<file path="config.mk">
export PLATFORM = sky130hd
export DESIGN_NAME = sorted_priority_list
export DESIGN_NICKNAME = d
export VERILOG_FILES = /design/src/sv/spl_pkg.sv /design/src/sv/spl_front.sv /design/src/sv/spl_back.sv /design/src/sv/sorted_priority_list.sv
export VERILOG_INCLUDE_DIRS = /design/src /design/src/sv
export SDC_FILE = /design/constraint.sdc
export NUM_CORES = 2
export LEC_CHECK = 0
export ABC_AREA = 1
export BUFFER_PORTS_ARGS = -buffer_cell sky130_fd_sc_hd__buf_2
export CELL_PAD_IN_SITES_DETAIL_PLACEMENT = 0
export CELL_PAD_IN_SITES_GLOBAL_PLACEMENT = 1
export CORE_ASPECT_RATIO = 1.75
export CORE_MARGIN = 2
export CORE_UTILIZATION = 42
export CTS_BUF_LIST = sky130_fd_sc_hd__clkbuf_8 sky130_fd_sc_hd__clkbuf_16
export CTS_CLUSTER_DIAMETER = 150
export DETAILED_ROUTE_END_ITERATION = 16
export GPL_ROUTABILITY_DRIVEN = 0
export PLACE_DENSITY_LB_ADDON = 0.1
export SETUP_SLACK_MARGIN = 0.3
export SLEW_MARGIN = 20
export SYNTH_ARGS = -nofsm -noshare
export SYNTH_HDL_FRONTEND = slang
export SYNTH_SLANG_ARGS = --single-unit
</file>
<file path="constraint.sdc">
create_clock -name clk -period 12.7 [get_ports clk]
set_input_delay 3.175 -clock clk [delete_from_list [all_inputs] [get_ports clk]]
set_output_delay 3.175 -clock clk [all_outputs]
set_load 0.005 [all_outputs]
</file>
<file path="src/sv/assert_macros.svh">
// Assertion macros shared by the RTL of the sorted priority list.
// Each macro samples on clk and is disabled while rst_n is low.
`ifndef ASSERT_MACROS_SVH
`define ASSERT_MACROS_SVH

// Same-cycle implication check.
`define SPL_ASSERT_IMPL(label, cond, conseq, msg) \
    label: assert property (@(posedge clk) disable iff (!rst_n) (cond) |-> (conseq)) \
        else $error(msg);

// Next-cycle implication check.
`define SPL_ASSERT_NEXT(label, cond, conseq, msg) \
    label: assert property (@(posedge clk) disable iff (!rst_n) (cond) |=> (conseq)) \
        else $error(msg);

`endif

</file>
<file path="src/sv/spl_pkg.sv">
// Package for the sorted priority list: request/result types, codes, constants.
// No dependencies; used by spl_front, spl_back and sorted_priority_list.
package spl_pkg;

    localparam int DEPTH_DEF    = 32;
    localparam int PRIORITY_MAX = 3;
    localparam int VALUE_W      = 16;
    localparam int PRI_W        = 2;
    localparam int QUEUE_DEPTH  = 2;
    localparam int QPTR_W       = 1;
    localparam int QFILL_W      = 2;

    typedef enum logic [2:0] {
        ST_LISTED   = 3'd0,
        ST_INSERTED = 3'd1,
        ST_FULL     = 3'd2,
        ST_EMPTY    = 3'd3,
        ST_BADPRI   = 3'd4
    } status_t;

    typedef enum logic [1:0] {
        CMD_INSERT = 2'd0,
        CMD_LIST   = 2'd1,
        CMD_BAD    = 2'd2
    } cmd_kind_t;

    typedef struct packed {
        logic               mode;
        logic [VALUE_W-1:0] value;
        logic [PRI_W-1:0]   priority_req;
    } req_t;

    typedef struct packed {
        status_t            status;
        logic [VALUE_W-1:0] out_value;
        logic [PRI_W-1:0]   out_priority;
        logic               last;
    } rsp_t;

    // Classified command handed from front to back.
    typedef struct packed {
        cmd_kind_t          kind;
        logic [VALUE_W-1:0] value;
        logic [PRI_W-1:0]   pri;
    } cmd_t;

    // Back-end status seen by the top level.
    typedef struct packed {
        logic listing;
        logic full;
    } back_stat_t;

endpackage

</file>
<file path="src/sv/spl_front.sv">
// Front end: accepts requests, classifies them, holds them in a 2-entry queue.
// Depends on spl_pkg.
module spl_front (
    input  logic             clk,
    input  logic             rst_n,
    input  logic             req_valid,
    output logic             req_stall,
    input  spl_pkg::req_t    req,
    output logic             cmd_valid,
    output spl_pkg::cmd_t    cmd,
    input  logic             cmd_pop
);

    spl_pkg::cmd_t                     q_reg [spl_pkg::QUEUE_DEPTH];
    logic [spl_pkg::QPTR_W-1:0]        wr_ptr_reg, wr_ptr_next;
    logic [spl_pkg::QPTR_W-1:0]        rd_ptr_reg, rd_ptr_next;
    logic [spl_pkg::QFILL_W-1:0]       fill_reg, fill_next;
    spl_pkg::cmd_t                     cls;
    logic                              push;

    // classify: list, bad priority, or insert
    always_comb
    begin
        cls.value = req.value;
        cls.pri   = req.priority_req;
        if (req.mode)
            cls.kind = spl_pkg::CMD_LIST;
        else if (req.priority_req == '0 ||
                 req.priority_req > spl_pkg::PRI_W'(spl_pkg::PRIORITY_MAX))
            cls.kind = spl_pkg::CMD_BAD;
        else
            cls.kind = spl_pkg::CMD_INSERT;
    end

    assign req_stall = (fill_reg == spl_pkg::QFILL_W'(spl_pkg::QUEUE_DEPTH));
    assign push      = req_valid && !req_stall;
    assign cmd_valid = (fill_reg != '0);
    assign cmd       = q_reg[rd_ptr_reg];

    always_comb
    begin
        wr_ptr_next = push ? wr_ptr_reg + 1'b1 : wr_ptr_reg;
        rd_ptr_next = cmd_pop ? rd_ptr_reg + 1'b1 : rd_ptr_reg;
        fill_next   = fill_reg;
        if (push && !cmd_pop)
            fill_next = fill_reg + 1'b1;
        else if (!push && cmd_pop)
            fill_next = fill_reg - 1'b1;
    end

    always_ff @(posedge clk or negedge rst_n)
    begin
        if (!rst_n)
        begin
            wr_ptr_reg <= '0;
            rd_ptr_reg <= '0;
            fill_reg   <= '0;
        end
        else
        begin
            wr_ptr_reg <= wr_ptr_next;
            rd_ptr_reg <= rd_ptr_next;
            fill_reg   <= fill_next;
        end
    end

    always_ff @(posedge clk)
    begin
        if (push)
            q_reg[wr_ptr_reg] <= cls;
    end

endmodule

</file>
<file path="src/sv/spl_back.sv">
// Back end: shift-insert cell row, list sequencer and result register.
// Depends on spl_pkg.
module spl_back #(
    parameter int DEPTH = spl_pkg::DEPTH_DEF
) (
    input  logic                clk,
    input  logic                rst_n,
    input  logic                cmd_valid,
    input  spl_pkg::cmd_t       cmd,
    output logic                cmd_pop,
    output logic                rsp_valid,
    input  logic                rsp_stall,
    output spl_pkg::rsp_t       rsp,
    output spl_pkg::back_stat_t stat
);

    localparam int CW = $clog2(DEPTH + 1);

    typedef enum logic [1:0] {
        BK_IDLE = 2'b01,
        BK_LIST = 2'b10
    } bk_state_t;

    bk_state_t                        state_reg, state_next;
    logic [CW-1:0]                    count_reg, count_next;
    logic [CW-1:0]                    left_reg, left_next;
    logic [spl_pkg::VALUE_W-1:0]      cell_val_reg [DEPTH];
    logic [spl_pkg::VALUE_W-1:0]      cell_val_next [DEPTH];
    logic [spl_pkg::PRI_W-1:0]        cell_pri_reg [DEPTH];
    logic [spl_pkg::PRI_W-1:0]        cell_pri_next [DEPTH];
    logic [DEPTH-1:0]                 take;
    logic                             do_insert, do_rotate, emit, out_free, is_last;
    spl_pkg::rsp_t                    rsp_reg, rsp_next;
    logic                             rsp_valid_reg;

    assign out_free     = !rsp_valid_reg || !rsp_stall;
    assign rsp_valid    = rsp_valid_reg;
    assign rsp          = rsp_reg;
    assign stat.listing = (state_reg == BK_LIST);
    assign stat.full    = (count_reg == CW'(DEPTH));

    // sequencer
    always_comb
    begin
        state_next = state_reg;
        count_next = count_reg;
        left_next  = left_reg;
        do_insert  = 1'b0;
        do_rotate  = 1'b0;
        emit       = 1'b0;
        cmd_pop    = 1'b0;
        is_last    = 1'b0;
        rsp_next   = '{status: spl_pkg::ST_LISTED, out_value: '0, out_priority: '0,
                       last: 1'b1};
        case (state_reg)
            BK_IDLE:
            begin
                if (cmd_valid && out_free)
                begin
                    cmd_pop = 1'b1;
                    emit    = 1'b1;
                    case (cmd.kind)
                        spl_pkg::CMD_INSERT:
                        begin
                            if (count_reg == CW'(DEPTH))
                                rsp_next.status = spl_pkg::ST_FULL;
                            else
                            begin
                                rsp_next.status = spl_pkg::ST_INSERTED;
                                do_insert       = 1'b1;
                                count_next      = count_reg + CW'(1);
                            end
                        end
                        spl_pkg::CMD_LIST:
                        begin
                            if (count_reg == '0)
                                rsp_next.status = spl_pkg::ST_EMPTY;
                            else
                            begin
                                is_last               = (count_reg == CW'(1));
                                rsp_next.status       = spl_pkg::ST_LISTED;
                                rsp_next.out_value    = cell_val_reg[0];
                                rsp_next.out_priority = cell_pri_reg[0];
                                rsp_next.last         = is_last;
                                do_rotate             = 1'b1;
                                if (!is_last)
                                begin
                                    left_next  = count_reg - CW'(1);
                                    state_next = BK_LIST;
                                end
                            end
                        end
                        default:
                            rsp_next.status = spl_pkg::ST_BADPRI;
                    endcase
                end
            end
            BK_LIST:
            begin
                if (out_free)
                begin
                    is_last               = (left_reg == CW'(1));
                    emit                  = 1'b1;
                    do_rotate             = 1'b1;
                    rsp_next.status       = spl_pkg::ST_LISTED;
                    rsp_next.out_value    = cell_val_reg[0];
                    rsp_next.out_priority = cell_pri_reg[0];
                    rsp_next.last         = is_last;
                    left_next             = left_reg - CW'(1);
                    if (is_last)
                        state_next = BK_IDLE;
                end
            end
            default:
                state_next = BK_IDLE;
        endcase
    end

    // per-cell compare: new entry lands at or before cell i
    always_comb
    begin
        for (int i = 0; i < DEPTH; i++)
        begin
            take[i] = ((CW'(i) < count_reg) &&
                       ((cmd.pri < cell_pri_reg[i]) ||
                        (cmd.pri == cell_pri_reg[i] && cmd.value <= cell_val_reg[i]))) ||
                      (CW'(i) == count_reg);
        end
    end

    // cell next values: shift-insert or rotate toward cell 0
    always_comb
    begin
        for (int i = 0; i < DEPTH; i++)
        begin
            cell_val_next[i] = cell_val_reg[i];
            cell_pri_next[i] = cell_pri_reg[i];
        end
        if (do_insert)
        begin
            if (take[0])
            begin
                cell_val_next[0] = cmd.value;
                cell_pri_next[0] = cmd.pri;
            end
            for (int i = 1; i < DEPTH; i++)
            begin
                if (take[i] && CW'(i) <= count_reg)
                begin
                    if (take[i-1])
                    begin
                        cell_val_next[i] = cell_val_reg[i-1];
                        cell_pri_next[i] = cell_pri_reg[i-1];
                    end
                    else
                    begin
                        cell_val_next[i] = cmd.value;
                        cell_pri_next[i] = cmd.pri;
                    end
                end
            end
        end
        else if (do_rotate)
        begin
            // rotate within the valid cells; order is back after count steps
            for (int i = 0; i < DEPTH - 1; i++)
            begin
                if (CW'(i) < count_reg)
                begin
                    if (count_reg == CW'(i + 1))
                    begin
                        cell_val_next[i] = cell_val_reg[0];
                        cell_pri_next[i] = cell_pri_reg[0];
                    end
                    else
                    begin
                        cell_val_next[i] = cell_val_reg[i+1];
                        cell_pri_next[i] = cell_pri_reg[i+1];
                    end
                end
            end
            if (count_reg == CW'(DEPTH))
            begin
                cell_val_next[DEPTH-1] = cell_val_reg[0];
                cell_pri_next[DEPTH-1] = cell_pri_reg[0];
            end
        end
    end

    always_ff @(posedge clk or negedge rst_n)
    begin
        if (!rst_n)
        begin
            state_reg     <= BK_IDLE;
            count_reg     <= '0;
            left_reg      <= '0;
            rsp_valid_reg <= 1'b0;
        end
        else
        begin
            state_reg <= state_next;
            count_reg <= count_next;
            left_reg  <= left_next;
            if (out_free)
                rsp_valid_reg <= emit;
        end
    end

    always_ff @(posedge clk)
    begin
        cell_val_reg <= cell_val_next;
        cell_pri_reg <= cell_pri_next;
        if (emit)
            rsp_reg <= rsp_next;
    end

endmodule

</file>
<file path="src/sv/sorted_priority_list.sv">
// Sorted priority list: (priority, value) entries kept in ascending order.
// A request passes through the queue and then the result register before its first result shows.
// Throughput: insert and bad-priority requests 1 per cycle while rsp_stall is low; a list
// request holds the back end until its last entry, one entry per cycle while rsp_stall is low.
// Reset: asynchronous, active low; entry count and queue cleared, cell payload left as is.
`include "assert_macros.svh"

module sorted_priority_list #(
    parameter int DEPTH = spl_pkg::DEPTH_DEF
) (
    input  logic           clk,
    input  logic           rst_n,
    input  logic           req_valid,
    output logic           req_stall,
    input  spl_pkg::req_t  req,
    output logic           rsp_valid,
    input  logic           rsp_stall,
    output spl_pkg::rsp_t  rsp
);

    // Front end: classifies each request (insert, list, bad priority) and
    // queues it; stalls only when both queue slots are taken.
    spl_pkg::cmd_t       cmd;
    logic                cmd_valid;
    logic                cmd_pop;
    spl_pkg::back_stat_t stat;

    spl_front u_front (
        .clk       (clk),
        .rst_n     (rst_n),
        .req_valid (req_valid),
        .req_stall (req_stall),
        .req       (req),
        .cmd_valid (cmd_valid),
        .cmd       (cmd),
        .cmd_pop   (cmd_pop)
    );

    // Back end: a row of DEPTH cells, each comparing itself with the new
    // entry in parallel, so an insert updates the whole row at once. Listing
    // rotates the valid cells toward cell 0, emitting one per cycle while
    // rsp_stall is low; after count steps the row is back in order.
    spl_back #(
        .DEPTH (DEPTH)
    ) u_back (
        .clk       (clk),
        .rst_n     (rst_n),
        .cmd_valid (cmd_valid),
        .cmd       (cmd),
        .cmd_pop   (cmd_pop),
        .rsp_valid (rsp_valid),
        .rsp_stall (rsp_stall),
        .rsp       (rsp),
        .stat      (stat)
    );

    // Checks
    `SPL_ASSERT_IMPL(a_pop_needs_valid, cmd_pop, cmd_valid, "pop from empty queue")
    `SPL_ASSERT_IMPL(a_no_pop_while_listing, stat.listing, !cmd_pop, "pop during list")
    `SPL_ASSERT_IMPL(a_status_result_form,
        rsp_valid && rsp.status != spl_pkg::ST_LISTED,
        rsp.last && rsp.out_value == '0 && rsp.out_priority == '0,
        "status result not last or not zeroed")
    `SPL_ASSERT_IMPL(a_last_listed_ends_list,
        rsp_valid && rsp.status == spl_pkg::ST_LISTED && rsp.last,
        !stat.listing, "list still running after last entry")
    `SPL_ASSERT_NEXT(a_full_drops,
        cmd_pop && cmd.kind == spl_pkg::CMD_INSERT && stat.full,
        rsp_valid && rsp.status == spl_pkg::ST_FULL, "insert on full store not dropped")

endmodule
</file>
==> flow_metrics.py <==
metrics = {
    "status": {
        "outcome": "finished clean",
    },
    "cts": {
        "clk_path_buf_depth": 3,
        "cts_tree": "built",
        "insertion_delay_ns": 0.70,
        "htreeDepth": 3,
        "path_clk_slew_ns": 0.06,
        "postCtsHoldBufs": 0,
        "cts_buffers": 75,
        "cts_root_buffer": "clkbuf_16",
        "cts_resized": 0,
        "clock_sinks": 657,
        "post-cts-setup-buffers": 0,
    },
    "synthesis": {
        "yosys_register_bits": 657,
        "synth-edff-count": 638,
        "synth-xor-area-share": 0.00160,
        "synth.distinct_cells": 42,
        "seq_area_frac_synth": 0.359,
        "syn_inst": 7803,
        "synth_compound_gate_area_share": 0.108,
        "yosys_warnings": 0,
        "synthAdderAreaFrac": 0.134,
        "mappedNetlistArea_sq_um": 54700,
        "synth_top_family_by_area": "simple AND/OR/NAND/NOR gates",
        "syn_avg_cell_area_sq_um": 7.01,
        "synth_mux_area_frac": 0.000549,
        "synth-simple-area-share": 0.306,
        "async_flop_share": 0.0289,
        "synth_nets": 8411,
        "synthFlopType": "edfxtp_1",
    },
    "power": {
        "p_leak_uw": 0.0307,
        "ir_drop_v": 0.000280,
        "powerDensity_nw_per_um2": 315,
    },
    "floorplan": {
        "initial_core_util": 0.422,
        "die_y_microns": 481,
        "rows": 175,
        "die_w_microns": 277,
        "io_pins": 47,
        "dieArea_sq_um": 133000,
        "core_area_sq_um": 130000,
    },
    "min_path": {
        "min_path_type": "register to register",
        "hold_depth": 1,
        "hold_end": "u_front.fill_reg[0]",
        "min_from": "u_front.fill_reg[0]",
    },
    "route": {
        "routed_wl_mm": 249,
        "drt_iter0_markers": 6316,
        "wl_per_cell_microns": 26.4,
        "vias_per_cell": 5.66,
        "dr.pass1.iters": 8,
        "final_antenna_net_count": 0,
        "vias": 53300,
        "drcViolationCount": 0,
    },
    "timing": {
        "hold_viol": 0,
        "finalMaxSlewViolations": 0,
        "report.final.setup_viol": 0,
        "finalSetupTns_ns": 0,
        "worst_pin_slew_ns": 1.32,
        "fmax_ghz": 0.141,
        "timing.final.crit_period_ns": 7.11,
        "relSlewSlack": 0.118,
        "fin_skew_ns": 0.0309,
        "period_share": 0.559,
        "rsz0062_at_grt": "false",
        "setup_slack_ns": 5.59,
    },
    "grt": {
        "track_usage": 0.366,
        "grt_pass1_wl_mm": 352,
        "overflow": 0,
        "grt_max_degree": 184,
        "grt_antenna_before_repair": 22,
        "grt_pass1_vias": 50000,
    },
    "layout": {
        "nFillCells": 13600,
        "nNetsFinal": 8282,
        "fin_cells": 9418,
        "final_cell_mix": "nand2_1 (3226), inv_1 (827), edfxtp_1 (638), o21ai_0 (621), ha_1 (585)",
        "area_delta_synth_final_pct": 7.96,
        "final_common_cell": "nand2_1",
        "largest_reg_flops": 512,
        "postLayoutCoreUtil": 0.455,
        "drive_gt1_frac": 0.0566,
    },
    "placement": {
        "dp_hpwl_mm": 163,
        "port_buffers": 46,
        "dpl_worst_slack_ns": 4.98,
        "dpl.cell_count": 9278,
    },
    "job": {
        "drv_cap": 0,
    },
    "setup_path": {
        "crit_type": "input port to register",
        "r2r_slack_ns": 6.46,
        "crit_arrival_ns": 7.42,
        "worstSetupEndpointType": "register",
        "reg2reg_to": "u_back.cell_pri_reg[55]",
        "crit_chain": "buf_2 > nand2_1 > inv_1 > a21oi_1 > nand2_2 > nor2_8 > buf_12 > buf_4 > buf_4 > nand2_2 > nand2_1",
        "slowest_delay_ns": 0.74,
        "r2r-start": "u_front.rd_ptr_reg",
        "crit_fanout": 119,
        "cpMaxStageDelayCell": "nand2_1",
        "worstPathBufferInverterCount": 5,
        "crit_required_ns": 13.01,
        "rr_worst_depth": 17,
        "startpoint_type": "input port",
        "path_delay_family": "buffers and inverters",
    },
}
logic make-up after synthesis:
logic type | Yosys count
simple gates | 4159
buf+inv | 1248
compound gates | 1141
flops | 657
fa+ha+maj | 585
xor+xnor | 10
mux | 3
worst max path at each step:
stage	cells past startpoint	from	slack [ns]	to
detailed placement	11	rsp_stall	4.98	u_back.cell_val_reg[171]
floorplan	11	rsp_stall	6.52	u_back.cell_pri_reg[2]
global placement	11	rsp_stall	5.07	u_back.cell_val_reg[152]
CTS	11	rsp_stall	5.70	u_back.cell_val_reg[165]
global route	11	rsp_stall	5.36	u_back.cell_val_reg[165]
finish	11	rsp_stall	5.59	u_back.cell_val_reg[165]
routing by layer:
metal  routed length [microns]  GRT usage  up-vias
met1                     96100      0.452    25000
met5                        43          0        -
met2                    111000      0.588     2520
met4                     21000      0.268        6
met3                     20200     0.0504      667
li1                          -          -    25100
per-stage QoR:
step	total power, uW	instance area (sq um)	hold slack, ns
2_1_floorplan	11700	54700	0.482
3_3_place_gp	15800	56600	0.502
6_report	18600	59000	0.521
5_1_grt	20000	59000	0.549
4_1_cts	18300	59000	0.525
3_5_place_dp	16000	56600	0.512
cells in the mapped netlist, types with 5 or more instances:
cell,instances,share of area
nand2_1,3231,0.22
inv_1,826,0.057
o21ai_0,648,0.059
edfxtp_1,638,0.35
ha_1,585,0.13
nand3_1,558,0.051
a21oi_1,404,0.037
nor2_1,220,0.015
clkbuf_1,217,0.015
buf_2,123,0.011
nand2_2,61,0.0070
buf_4,33,0.0045
nand4_1,32,0.0037
o21bai_1,30,0.0041
inv_2,26,0.0018
nor3_1,25,0.0023
a21o_1,19,0.0026
dfrtp_1,18,0.0082
o21a_1,14,0.0019
buf_1,13,0.00089
o21ai_1,13,0.0012
nor4_1,10,0.0011
clkinv_1,8,0.00055
xor2_1,8,0.0013
o211ai_1,6,0.00082
nand2_4,5,0.0010
layout make-up:
class / count / area [sq um] / share of cell area
antenna: 5 / 12.5 / 0.000212
tap: 1681 / 2100 / 0.0356
clock inverter: 57 / 492 / 0.00833
timing repair buffer: 182 / 1280 / 0.0216
sequential: 657 / 19600 / 0.333
multi-input combinational: 5898 / 30300 / 0.514
inverter: 860 / 3240 / 0.0548
clock buffer: 78 / 1940 / 0.0329
report_power, final:
group | internal [uW] | switching [uW] | total, uW
Sequential | 3790 | 412 | 4210
Combinational | 3280 | 8830 | 12100
Clock | 1270 | 1010 | 2280
Power figures use the tool's default switching activity.
